==> config.mk <==
export PLATFORM = sky130hd
export DESIGN_NAME = clipped_line_pixel_stepper_unit
export DESIGN_NICKNAME = d
export VERILOG_FILES = /design/src/hdl/clps_pkg.sv /design/src/hdl/clipped_line_pixel_stepper_unit.sv /design/src/hdl/clps_step.sv /design/src/hdl/clps_pix.sv
export VERILOG_INCLUDE_DIRS = /design/src /design/src/hdl
export SDC_FILE = /design/constraint.sdc
export NUM_CORES = 1
export LEC_CHECK = 0
export ABC_AREA = 1
export BUFFER_PORTS_ARGS = -buffer_cell sky130_fd_sc_hd__buf_2
export CORE_MARGIN = 8
export CORE_UTILIZATION = 45
export DETAILED_ROUTE_END_ITERATION = 6
export PLACE_DENSITY = 0.6
export SYNTH_ARGS = -nofsm -noshare
export SYNTH_HDL_FRONTEND = slang
export SYNTH_SLANG_ARGS = --single-unit
==> constraint.sdc <==
create_clock -name clk -period 7.9 [get_ports clk]
set_clock_uncertainty 0.15 [all_clocks]
set_input_delay 0.395 -clock clk [delete_from_list [all_inputs] [get_ports clk]]
set_output_delay 0.395 -clock clk [all_outputs]
set_load 0.05 [all_outputs]
==> src/hdl/clipped_line_pixel_stepper_unit_assert.svh <==
// ----------------------------------------------------------------------------
// Assertion macros for the line pixel stepper
// Clocked implication checks with reset disable.
// ----------------------------------------------------------------------------
`ifndef CLIPPED_LINE_PIXEL_STEPPER_UNIT_ASSERT_SVH
`define CLIPPED_LINE_PIXEL_STEPPER_UNIT_ASSERT_SVH

// same-cycle implication
`define CLPS_ASSERT_NOW(lbl, ante, cons, msg) \
	lbl: assert property (@(posedge clk) disable iff (!arst_n) (ante) |-> (cons)) \
		else $error(msg);

// next-cycle implication
`define CLPS_ASSERT_NEXT(lbl, ante, cons, msg) \
	lbl: assert property (@(posedge clk) disable iff (!arst_n) (ante) |=> (cons)) \
		else $error(msg);

`endif

==> src/hdl/clps_pkg.sv <==
`timescale 1ns / 1ps
// ----------------------------------------------------------------------------
// clps_pkg
// Shared constants, codes and types of the line pixel stepper.
// ----------------------------------------------------------------------------
package clps_pkg;

	localparam int COORD_BITS_DEF = 14;
	localparam int CFG_BITS       = 14;
	localparam int OFF_BITS       = 30;
	localparam int CHAN_BITS      = 8;
	localparam int COLOR_BITS     = 3 * CHAN_BITS;
	localparam int REG_IDX_BITS   = 1;

	localparam logic [CFG_BITS-1:0] WIDTH_RST  = CFG_BITS'(640);
	localparam logic [CFG_BITS-1:0] HEIGHT_RST = CFG_BITS'(480);

	localparam logic [REG_IDX_BITS-1:0] REG_WIDTH  = 1'b0;
	localparam logic [REG_IDX_BITS-1:0] REG_HEIGHT = 1'b1;

	localparam logic KIND_LOAD = 1'b0;
	localparam logic KIND_TICK = 1'b1;

	typedef struct packed {
		logic load;
		logic tick;
	} step_cmd_t;

	typedef struct packed {
		logic active;
		logic done;
	} step_stat_t;

endpackage

==> src/hdl/clipped_line_pixel_stepper_unit.sv <==
`timescale 1ns / 1ps
// ----------------------------------------------------------------------------
// clipped_line_pixel_stepper_unit
// All-octant Bresenham line stepper with clipping to a bottom-up 24-bit image.
// ----------------------------------------------------------------------------
// Input channel (in_valid / in_stall): kind 0 loads endpoints and colour and
// gives no result; kind 1 emits the current pixel and steps once, or ends the
// line at its end pixel. A tick with no line in progress gives no result.
// Output channel (out_valid / out_stall): one transaction per emitted pixel,
// with the clip flag, BMP byte offset, coordinates, colour and end flag.
// Config channel (cfg_valid / cfg_ready): always ready; index 0 is the image
// width, index 1 the image height. Write only while the block is idle.
// An accepted tick's pixel is registered in the clip stage, then the offset stage.
// Throughput: one item per cycle unless in_stall is high; the stepper state
// updates in the accepting cycle; the offset multiplier has its own stage.
// When the receiver stalls, the two pixel stages fill and in_stall rises; the
// pipeline holds without loss. Reset clears the line state, empties the
// pipeline and sets the image to 640 x 480.
// ----------------------------------------------------------------------------
module clipped_line_pixel_stepper_unit import clps_pkg::*; #(
	parameter int COORD_BITS = COORD_BITS_DEF
) (
	input  logic                    clk,
	input  logic                    arst_n,
	input  logic                    in_valid,
	output logic                    in_stall,
	input  logic                    kind,
	input  logic [COORD_BITS-1:0]   x_start,
	input  logic [COORD_BITS-1:0]   y_start,
	input  logic [COORD_BITS-1:0]   x_end,
	input  logic [COORD_BITS-1:0]   y_end,
	input  logic [CHAN_BITS-1:0]    blue_in,
	input  logic [CHAN_BITS-1:0]    green_in,
	input  logic [CHAN_BITS-1:0]    red_in,
	output logic                    out_valid,
	input  logic                    out_stall,
	output logic                    write_valid,
	output logic [OFF_BITS-1:0]     byte_offset,
	output logic [COORD_BITS-1:0]   pixel_x,
	output logic [COORD_BITS-1:0]   pixel_y,
	output logic [CHAN_BITS-1:0]    blue_out,
	output logic [CHAN_BITS-1:0]    green_out,
	output logic [CHAN_BITS-1:0]    red_out,
	output logic                    last,
	input  logic                    cfg_valid,
	output logic                    cfg_ready,
	input  logic [REG_IDX_BITS-1:0] cfg_index,
	input  logic [CFG_BITS-1:0]     cfg_data
);

	`include "clipped_line_pixel_stepper_unit_assert.svh"

	logic [CFG_BITS-1:0]   img_w_q, img_h_q;
	logic                  in_acc, emit;
	step_cmd_t             cmd;
	step_stat_t            stat;
	logic [COORD_BITS-1:0] cur_x, cur_y;
	logic [COLOR_BITS-1:0] color, pix_color;

	assign cfg_ready = 1'b1;

	always_ff @(posedge clk or negedge arst_n) begin
		if (!arst_n) begin
			img_w_q <= WIDTH_RST;
			img_h_q <= HEIGHT_RST;
		end else if (cfg_valid && cfg_ready) begin
			unique case (cfg_index)
				REG_WIDTH:  img_w_q <= cfg_data;
				REG_HEIGHT: img_h_q <= cfg_data;
				default: ;
			endcase
		end
	end

	assign in_acc   = in_valid && !in_stall;
	assign cmd.load = in_acc && (kind == KIND_LOAD);
	assign cmd.tick = in_acc && (kind == KIND_TICK);
	assign emit     = cmd.tick && stat.active;

	clps_step #(
		.COORD_BITS(COORD_BITS)
	) u_step (
		.clk      (clk),
		.arst_n   (arst_n),
		.cmd      (cmd),
		.x_start  (x_start),
		.y_start  (y_start),
		.x_end    (x_end),
		.y_end    (y_end),
		.color_in ({red_in, green_in, blue_in}),
		.stat     (stat),
		.cur_x    (cur_x),
		.cur_y    (cur_y),
		.color    (color)
	);

	clps_pix #(
		.COORD_BITS(COORD_BITS)
	) u_pix (
		.clk         (clk),
		.arst_n      (arst_n),
		.emit        (emit),
		.stat        (stat),
		.cur_x       (cur_x),
		.cur_y       (cur_y),
		.color       (color),
		.img_w       (img_w_q),
		.img_h       (img_h_q),
		.hold        (in_stall),
		.out_valid   (out_valid),
		.out_stall   (out_stall),
		.write_valid (write_valid),
		.byte_offset (byte_offset),
		.pixel_x     (pixel_x),
		.pixel_y     (pixel_y),
		.pixel_color (pix_color),
		.last        (last)
	);

	assign blue_out  = pix_color[CHAN_BITS-1:0];
	assign green_out = pix_color[2*CHAN_BITS-1:CHAN_BITS];
	assign red_out   = pix_color[3*CHAN_BITS-1:2*CHAN_BITS];

	`CLPS_ASSERT_NOW(a_stall_only_when_full, in_stall, out_valid && out_stall, "stall, output free")
	`CLPS_ASSERT_NOW(a_clipped_offset_zero, out_valid && !write_valid, byte_offset == '0, "clip offset")
	`CLPS_ASSERT_NEXT(a_load_activates, cmd.load, stat.active, "line not active after load")
	`CLPS_ASSERT_NEXT(a_end_deactivates, emit && stat.done, !stat.active, "line active after end")

endmodule

==> src/hdl/clps_step.sv <==
`timescale 1ns / 1ps
// ----------------------------------------------------------------------------
// clps_step
// Bresenham stepper state: line setup on load, one step per tick until the end point.
// ----------------------------------------------------------------------------
module clps_step import clps_pkg::*; #(
	parameter int COORD_BITS = COORD_BITS_DEF
) (
	input  logic                  clk,
	input  logic                  arst_n,
	input  step_cmd_t             cmd,
	input  logic [COORD_BITS-1:0] x_start,
	input  logic [COORD_BITS-1:0] y_start,
	input  logic [COORD_BITS-1:0] x_end,
	input  logic [COORD_BITS-1:0] y_end,
	input  logic [COLOR_BITS-1:0] color_in,
	output step_stat_t            stat,
	output logic [COORD_BITS-1:0] cur_x,
	output logic [COORD_BITS-1:0] cur_y,
	output logic [COLOR_BITS-1:0] color
);

	localparam int EB = COORD_BITS + 2;
	localparam int EW = COORD_BITS + 3;

	logic                         active_q;
	logic [COORD_BITS-1:0]        cur_x_q, cur_y_q, tgt_x_q, tgt_y_q, dx_q;
	logic signed [COORD_BITS:0]   dyn_q;
	logic                         sxn_q, syn_q;
	logic signed [EB-1:0]         err_q;
	logic [COLOR_BITS-1:0]        color_q;

	logic [COORD_BITS-1:0]        dx_ld, dy_ld;
	logic signed [COORD_BITS:0]   dyn_ld;
	logic signed [EB-1:0]         err_ld;
	logic                         done;
	logic signed [EW-1:0]         e2, dx_w, dyn_w, err_w;
	logic                         mv_x, mv_y;

	always_comb begin
		dx_ld  = (x_end > x_start) ? x_end - x_start : x_start - x_end;
		dy_ld  = (y_end > y_start) ? y_end - y_start : y_start - y_end;
		dyn_ld = -$signed({1'b0, dy_ld});
		err_ld = $signed({2'b00, dx_ld}) + $signed({dyn_ld[COORD_BITS], dyn_ld});
	end

	always_comb begin
		done  = (cur_x_q == tgt_x_q) && (cur_y_q == tgt_y_q);
		e2    = $signed({err_q, 1'b0});
		dx_w  = $signed({3'b000, dx_q});
		dyn_w = $signed({{2{dyn_q[COORD_BITS]}}, dyn_q});
		mv_x  = e2 >= dyn_w;
		mv_y  = e2 <= dx_w;
		err_w = $signed({err_q[EB-1], err_q});
		if (mv_x) begin
			err_w = err_w + dyn_w;
		end
		if (mv_y) begin
			err_w = err_w + dx_w;
		end
	end

	always_ff @(posedge clk or negedge arst_n) begin
		if (!arst_n) begin
			active_q <= 1'b0;
			cur_x_q  <= '0;
			cur_y_q  <= '0;
			tgt_x_q  <= '0;
			tgt_y_q  <= '0;
			dx_q     <= '0;
			dyn_q    <= '0;
			sxn_q    <= 1'b0;
			syn_q    <= 1'b0;
			err_q    <= '0;
			color_q  <= '0;
		end else if (cmd.load) begin
			active_q <= 1'b1;
			cur_x_q  <= x_start;
			cur_y_q  <= y_start;
			tgt_x_q  <= x_end;
			tgt_y_q  <= y_end;
			dx_q     <= dx_ld;
			dyn_q    <= dyn_ld;
			sxn_q    <= !(x_start < x_end);
			syn_q    <= !(y_start < y_end);
			err_q    <= err_ld;
			color_q  <= color_in;
		end else if (cmd.tick && active_q) begin
			if (done) begin
				active_q <= 1'b0;
			end else begin
				err_q <= err_w[EB-1:0];
				if (mv_x) begin
					cur_x_q <= sxn_q ? cur_x_q - COORD_BITS'(1) : cur_x_q + COORD_BITS'(1);
				end
				if (mv_y) begin
					cur_y_q <= syn_q ? cur_y_q - COORD_BITS'(1) : cur_y_q + COORD_BITS'(1);
				end
			end
		end
	end

	assign stat.active = active_q;
	assign stat.done   = done;
	assign cur_x       = cur_x_q;
	assign cur_y       = cur_y_q;
	assign color       = color_q;

endmodule

==> src/hdl/clps_pix.sv <==
`timescale 1ns / 1ps
// ----------------------------------------------------------------------------
// clps_pix
// Two-stage pixel pipeline: clip and row setup, then byte offset and output.
// ----------------------------------------------------------------------------
module clps_pix import clps_pkg::*; #(
	parameter int COORD_BITS = COORD_BITS_DEF
) (
	input  logic                  clk,
	input  logic                  arst_n,
	input  logic                  emit,
	input  step_stat_t            stat,
	input  logic [COORD_BITS-1:0] cur_x,
	input  logic [COORD_BITS-1:0] cur_y,
	input  logic [COLOR_BITS-1:0] color,
	input  logic [CFG_BITS-1:0]   img_w,
	input  logic [CFG_BITS-1:0]   img_h,
	output logic                  hold,
	output logic                  out_valid,
	input  logic                  out_stall,
	output logic                  write_valid,
	output logic [OFF_BITS-1:0]   byte_offset,
	output logic [COORD_BITS-1:0] pixel_x,
	output logic [COORD_BITS-1:0] pixel_y,
	output logic [COLOR_BITS-1:0] pixel_color,
	output logic                  last
);

	localparam int WB   = (COORD_BITS > CFG_BITS) ? COORD_BITS : CFG_BITS;
	localparam int RB   = CFG_BITS + 2;
	localparam int XB   = COORD_BITS + 2;
	localparam int PB   = CFG_BITS + RB;
	localparam int SB   = ((PB > XB) ? PB : XB) + 1;

	logic                  s1_valid_q, s2_valid_q;
	logic                  s1_en, s2_en;

	logic                  in_img;
	logic [WB-1:0]         row_w;
	logic [RB-1:0]         rb_w;

	logic                  in_s1, last_s1;
	logic [CFG_BITS-1:0]   row_s1;
	logic [RB-1:0]         rb_s1;
	logic [XB-1:0]         x3_s1;
	logic [COORD_BITS-1:0] x_s1, y_s1;
	logic [COLOR_BITS-1:0] col_s1;

	logic [PB-1:0]         prod;
	logic [SB-1:0]         sum;

	logic                  wv_s2, last_s2;
	logic [OFF_BITS-1:0]   off_s2;
	logic [COORD_BITS-1:0] x_s2, y_s2;
	logic [COLOR_BITS-1:0] col_s2;

	assign s2_en = !s2_valid_q || !out_stall;
	assign s1_en = !s1_valid_q || s2_en;
	assign hold  = !s1_en;

	always_comb begin
		in_img = (WB'(cur_x) < WB'(img_w)) && (WB'(cur_y) < WB'(img_h));
		row_w  = WB'(img_h) - WB'(cur_y) - WB'(1);
		rb_w   = (RB'({img_w, 1'b0}) + RB'(img_w) + RB'(3)) & ~RB'(3);
	end

	always_ff @(posedge clk) begin
		if (s1_en && emit) begin
			in_s1   <= in_img;
			last_s1 <= stat.done;
			row_s1  <= in_img ? row_w[CFG_BITS-1:0] : '0;
			rb_s1   <= rb_w;
			x3_s1   <= in_img ? XB'({cur_x, 1'b0}) + XB'(cur_x) : '0;
			x_s1    <= cur_x;
			y_s1    <= cur_y;
			col_s1  <= color;
		end
	end

	assign prod = PB'(row_s1) * PB'(rb_s1);
	assign sum  = SB'(prod) + SB'(x3_s1);

	always_ff @(posedge clk) begin
		if (s2_en && s1_valid_q) begin
			wv_s2   <= in_s1;
			last_s2 <= last_s1;
			off_s2  <= sum[OFF_BITS-1:0];
			x_s2    <= x_s1;
			y_s2    <= y_s1;
			col_s2  <= col_s1;
		end
	end

	always_ff @(posedge clk or negedge arst_n) begin
		if (!arst_n) begin
			s1_valid_q <= 1'b0;
			s2_valid_q <= 1'b0;
		end else begin
			if (s1_en) begin
				s1_valid_q <= emit;
			end
			if (s2_en) begin
				s2_valid_q <= s1_valid_q;
			end
		end
	end

	assign out_valid   = s2_valid_q;
	assign write_valid = wv_s2;
	assign byte_offset = off_s2;
	assign pixel_x     = x_s2;
	assign pixel_y     = y_s2;
	assign pixel_color = col_s2;
	assign last        = last_s2;

endmodule
==> results by group, run 1 <==
GRT
  • Initial antenna violation count: 2
  • Vias in the first global route: between 20000 and 25000
  • Remaining global-route overflow: 0
  • First-pass GRT wire length: between 100000 and 150000 um
  • Overall routing resource usage: between 20% and 30%
  • Pin count of the biggest net entering global routing: 84

Synthesis
  • Largest cells by area after synthesis: edfxtp_1, ha_1, dfrtp_1
  • Main synth FF type: edfxtp_1
  • Synthesized instance count: 3787
  • Synthesized area per cell: 8.00 um^2
  • Mapped Area: between 30000 and 40000 um^2
  • Post-synthesis async set-or-reset flop share: between 40% and 50%
  • Sequential-to-total area share from yosys stat: between 30% and 40%
  • Yosys top cell area share: around 18%
  • Syn nets: ~4400
  • Number of synthesized flops with an enable pin: 182
  • Synthesis Warnings: 0
  • Synth area leader: edfxtp_1
  • Distinct cells, synth: 60
  • Synthesized flop and latch total: 340

Worst setup path
  • Crit-path max FO: 11
  • Slowest-stage cell, CP: fa_1
  • Setup Crit Path Kind: reg -> reg
  • Startpoint types: register
  • Critical Path End Type: register
  • WP data required: between 8 and 9 ns
  • CP peak stage delay: roughly 0.54 ns
  • CP arrival: roughly 7.5 ns
  • Top cell by count, worst path: nand2_1
  • Register-to-Register Path Depth: 30

Outcome
  • Status: completed

Final layout
  • Most frequent cells in the layout: nand2_1, inv_1, ha_1, a21oi_1, o21ai_0
  • Share of post-route cells with drive strength above 1: slightly below 9%
  • Post-route insts no fill: ~4900
  • Layout Nets: ~4600
  • Commonest non-fill, non-tap cell in the layout: nand2_1
  • Final Cell Area: approximately 34000 um^2
  • Synthesis-to-finish area growth: 12.8%

Drt
  • Vias: 24900
  • DR pass1 iterations: 5
  • Wire per inst: around 17 um
  • Routed vias/inst: around 5.1
  • DRT antenna net count: 0
  • Drt total wl: between 80000 and 90000 um
  • Iter 0 DRT Violations: between 1000 and 1500
  • DRC viols: 0

STA
  • Fmax: between 100 and 150 MHz
  • Fin. Hold Viols: 0
  • Setup violators final: 0
  • Worst-Margin Slew: a little over 1 ns
  • Max-slew headroom: a little under a third
  • Setup TNS: 0 ns
  • Period utilization: between 90 and 100%
  • Max Slew Vio Count: 0
  • Unrepaired setup endpoints after global routing: false
  • Min Tclk post-route: roughly 7.3 ns

CTS
  • Clk sinks: 340
  • Cts bufs inserted: roughly 40
  • Clk pin slew, worst setup/hold paths: ~0.060 ns
  • H-tree depth: 2
  • Worst skew pair latency: roughly 0.57 ns
  • CTS root buffer: clkbuf_16
  • Clock buffer depth: 3
  • CTS tree: built

Die
  • DIE AREA: about 76000 um^2
  • I/O pin cnt: ~190
  • Core ar.: 66900 um^2
  • Die H: between 200 and 300 um
  • Starting Density: around 45%
  • Chip width: between 200 and 300 um
  • Site row count: 95

Worst hold path
  • Hold depth: 3
  • Hold Crit Class: in -> reg

Flow run
  • Max Cap Violations: 0

Place
  • Dpl hpwl: 67000 um
  • Final GP Congestion: a little over 0.9
  • Cell total after placement: 4785
  • IO Port Bufs: approximately 190
  • Area after DPL: approximately 32000 um^2
-- stage by stage --
step                util [%]  hold slack [ns]  worst slack (ns)
CTS                     51.0          0.00433             0.375
floorplan                  -          -0.0506             0.816
detailed placement      48.0            0.255             0.382
global route            51.0           0.0245             0.103
finish                  51.0           0.0314             0.595
global placement        48.0            0.250             0.443
-- worst max-delay path, delay by kind of cell, from the launching register on --
kind,cells,cell delay (ns)
flops,1,0.45
buf+inv,6,0.46
simple gates,11,1.28
xor+xnor,2,0.31
compound gates,3,0.62
fa+ha+maj,8,3.75
-- logic make-up after synthesis --
family / Yosys count / synth area share, %
AOI/OAI and AO/OA: 581 / 10.6
xor gates and xnor gates: 167 / 4.88
adders and majority gates: 492 / 24.1
buffers and inverters: 761 / 9.54
DFF: 340 / 31.1
other: 1 / 0.0124
and+or+nand+nor: 1445 / 19.7
-- synth_stat cells (all sizes together), types with 6 or more instances --
| cell type | count |
|---|---|
| o21ai | 234 |
| a31oi | 21 |
| dfrtp | 152 |
| clkbuf | 63 |
| fa | 153 |
| o221ai | 14 |
| o2111ai | 10 |
| nand2 | 1028 |
| o21bai | 12 |
| nor3 | 20 |
| xnor2 | 55 |
| dfstp | 6 |
| ha | 339 |
| edfxtp | 182 |
| nand4 | 31 |
| nand3 | 138 |
| a21boi | 9 |
| inv | 681 |
| o211ai | 11 |
| buf | 15 |
| nor2 | 200 |
| a21oi | 235 |
| or2 | 13 |
| xor2 | 112 |
| a21o | 12 |
-- layout make-up --
class / instances / area, um^2
Sequential cell: 340 / 9430
Clock inverter: 25 / 290
Timing Repair Buffer: 268 / 1700
Antenna cell: 3 / 7.51
Inverter: 683 / 2570
Clock buffer: 50 / 1080
Multi-Input combinational cell: 2686 / 18000
Tap cell: 873 / 1090
Fill cell: 6466 / 32800
-- repair_timing --
item / in CTS / in global routing
hold endpoints to repair: 145 / 0
setup endpoints to repair: 0 / 5
resized for setup: 0 / 1
setup buffers: 0 / 7
hold buffers: 58 / 0
-- sequential cells by signal, indices dropped and copies added (netlist names), 15 cells and up --
signal	cells
u_step.color	24
u_pix.col_s1	24
u_step.dyn_q	15
u_pix.byte_offset	30
u_pix.x3_s1	16
u_step.err_q	16
u_pix.pixel_color	24
-- routing by layer --
metal | part of all wire [%] | wire length, um | GRT usage (%)
met5 | 0 | 0 | 0
met4 | 2.8 | 2320 | 6.24
met3 | 4.7 | 3880 | 2.87
met2 | 47 | 39000 | 36.8
met1 | 46 | 37700 | 29.1
-- worst paths after layout --
| kind | endpoint | slack (ns) | startpoint |
|---|---|---|---|
| worst max-delay path | u_pix.byte_offset[24] | 0.59 | u_pix.row_s1[7] |
| worst min register to register | u_pix.byte_offset[1] | 0.26 | u_pix.x3_s1[1] |
| worst max register to register | u_pix.byte_offset[24] | 0.59 | u_pix.row_s1[7] |
| min in group asynchronous | u_step.color[15] | 0.31 | arst_n |
| max in group asynchronous | u_step.tgt_y_q[7] | 5.68 | arst_n |
| worst min-delay path | img_h_q[12] | 0.03 | cfg_data[12] |
Power of run 1 is left out: the tool's default activity adds up to more than one toggle a clock period on the data nets, which glitch-free logic cannot reach.
==> run 2, diff against run 1 <==
Clock period 7.9 ns to 9.15 ns, I/O delays scaled along.
==> run 2 against run 1 <==
Against the previous run:
- register-to-register slack better by 0.99 ns
- critical path depth is 2 higher
- final area is 1.2% lower
- flip-flop and latch count stayed put
- final cell count is 0.85% lower
- global-route usage is 0.27 points higher
- routed wire length is 0.59% higher
- largest cell class unchanged
==> results by group, run 2 (synthesis results as in run 1) <==
Drt
  • Iter 0 DRT Violations: 1491 (was 1321)
  • Routed vias/inst: 5.09 (was 5.05)
  • DR pass1 iterations: 5 (unchanged)
  • Vias: 24800 (was 24900)
  • DRT antenna net count: 0 (unchanged)
  • DRC viols: 0 (unchanged)
  • Drt total wl: 83400 um (was 82900 um)
  • Wire per inst: 17.1 um (was 16.8 um)

Final layout
  • Fillcell total: 6554 (was 6466)
  • Most frequent cells in the layout: nand2_1, inv_1, ha_1, a21oi_1, o21ai_0 (unchanged)
  • Max FFs per register: 30 (unchanged)
  • Layout Nets: 4567 (was 4613)
  • Share of post-route cells with drive strength above 1: 8.51% (was 8.74%)
  • Commonest non-fill, non-tap cell in the layout: nand2_1 (unchanged)
  • Synthesis-to-finish area growth: 11.4% (was 12.8%)
  • Final Cell Area: 33800 um^2 (was 34200 um^2)

Flow run
  • Max Cap Violations: 0 (unchanged)

Worst setup path
  • Setup Crit Path Kind: reg -> reg (unchanged)
  • CP bufs+invs: 8 (was 6)
  • Top cell by count, worst path: inv_1 (was nand2_1)
  • Critical Path End Type: register (unchanged)
  • CP arrival: 7.71 ns (was 7.46 ns)
  • CP top delay family: adder cells (unchanged)
  • Slowest-stage cell, CP: edfxtp_1 (was fa_1)
  • Crit-path max FO: 14 (was 11)
  • CP peak stage delay: 0.60 ns (was 0.54 ns)
  • WP data required: 9.30 ns (was 8.05 ns)
  • Startpoint types: register (unchanged)

STA
  • Max Slew Vio Count: 0 (unchanged)
  • Fmax: 132 MHz (was 137 MHz)
  • Max-slew headroom: 32.2% (was 31.1%)
  • Fin. Hold Viols: 0 (unchanged)
  • Unrepaired setup endpoints after global routing: false (unchanged)
  • Worst-Margin Slew: 1.02 ns (was 1.03 ns)
  • Setup violators final: 0 (unchanged)
  • Min Tclk post-route: 7.57 ns (was 7.31 ns)
  • Period utilization: 82.7% (was 92.5%)
  • Setup TNS: 0 ns (unchanged)

Place
  • Dpl hpwl: 67000 um (about the same)
  • IO Port Bufs: 186 (unchanged)
  • Area after DPL: 32100 um^2 (about the same)
  • Final GP Congestion: 0.925 (was 0.921)

CTS
  • CTS root buffer: clkbuf_16 (unchanged)
  • Worst skew pair latency: 0.57 ns (about the same)
  • Post-CTS setup buffer count: 0 (unchanged)
  • Clock buffer depth: 3 (unchanged)
  • Post-CTS Resized: 0 (unchanged)
  • Clk pin slew, worst setup/hold paths: 0.06 ns (about the same)
  • Cts bufs inserted: 41 (unchanged)
  • CTS tree: built (unchanged)
  • Clk sinks: 340 (unchanged)
  • Hold buffers post-CTS: 27 (was 58)
  • H-tree depth: 2 (unchanged)

Die
  • DIE AREA: 75900 um^2 (unchanged)
  • Die H: 275 um (unchanged)
  • Core ar.: 66900 um^2 (unchanged)
  • Site row count: 95 (unchanged)
  • Starting Density: 45.3% (unchanged)
  • Chip width: 275 um (unchanged)
  • I/O pin cnt: 188 (unchanged)

GRT
  • Global-route met2 utilization: 36.5% (was 36.8%)
  • Pin count of the biggest net entering global routing: 98 (was 84)
  • GRT busiest layer: met2 (unchanged)
  • First-pass GRT wire length: 133000 um (was 132000 um)
  • Vias in the first global route: 24900 (was 24800)
  • GR met1 Demand/Resource: 29.6% (was 29.1%)
  • Overall routing resource usage: 22.1% (was 21.8%)
  • Initial antenna violation count: 3 (was 2)
  • Remaining global-route overflow: 0 (unchanged)
  • GRT met3 Usage: 3.75% (was 2.87%)

Outcome
  • Status: completed (unchanged)

Worst hold path
  • Hold Crit Class: in -> reg (unchanged)
## run 2: cell type report
type	count	area, um^2	share of cell area, %
clock inverter	24	213	0.630
inverter	683	2570	7.61
multi-input combinational	2686	18000	53.3
tap	873	1090	3.24
timing repair buffer	222	1270	3.78
antenna	6	15.0	0.0445
clock buffer	52	1170	3.47
sequential	340	9430	27.9
## run 2: metrics by stage
stage,instances,setup slack (ns),utilization (%),hold slack (ns)
2_1_floorplan,3787,2.07,-,0.0119
3_3_place_gp,4777,1.65,47.9,0.250
3_5_place_dp,4777,1.53,47.9,0.255
4_1_cts,4880,1.52,50.4,0.0189
5_1_grt,4883,0.973,50.4,0.0472
6_report,4886,1.58,50.4,0.0513
## run 2: per-layer routing
layer  up-vias  wire, um  share of wire, %
li1      12500         -                 -
met2       608     38500                46
met4         0      2310               2.8
met5         -         0                 0
met1     11600     37800                45
met3       116      4790               5.7
## run 2: path summary, 6_finish.rpt
path                                   from                     to  slack [ns]  cells after the start
max                          u_pix.rb_s1[6]  u_pix.byte_offset[26]        1.58                     32
max in group asynchronous            arst_n     u_step.tgt_y_q[13]        6.65                      4
min                                x_end[7]      u_step.tgt_x_q[7]        0.05                      3
max reg2reg                  u_pix.rb_s1[6]  u_pix.byte_offset[26]        1.58                     32
min in group asynchronous            arst_n       u_step.color[21]        0.31                      2
min reg2reg                u_pix.col_s1[20]  u_pix.pixel_color[20]        0.27                      0
## run 2: worst reg2reg max path, delay by kind of cell, from the launching register on
kind | cells | cell delay, ns
xor gates and xnor gates | 2 | 0.31
and+or+nand+nor | 11 | 1.39
AOI/OAI and AO/OA | 3 | 0.70
buffers and inverters | 8 | 0.40
adders and majority gates | 8 | 3.76
DFF | 1 | 0.60
Power of run 2 is left out for the same reason.
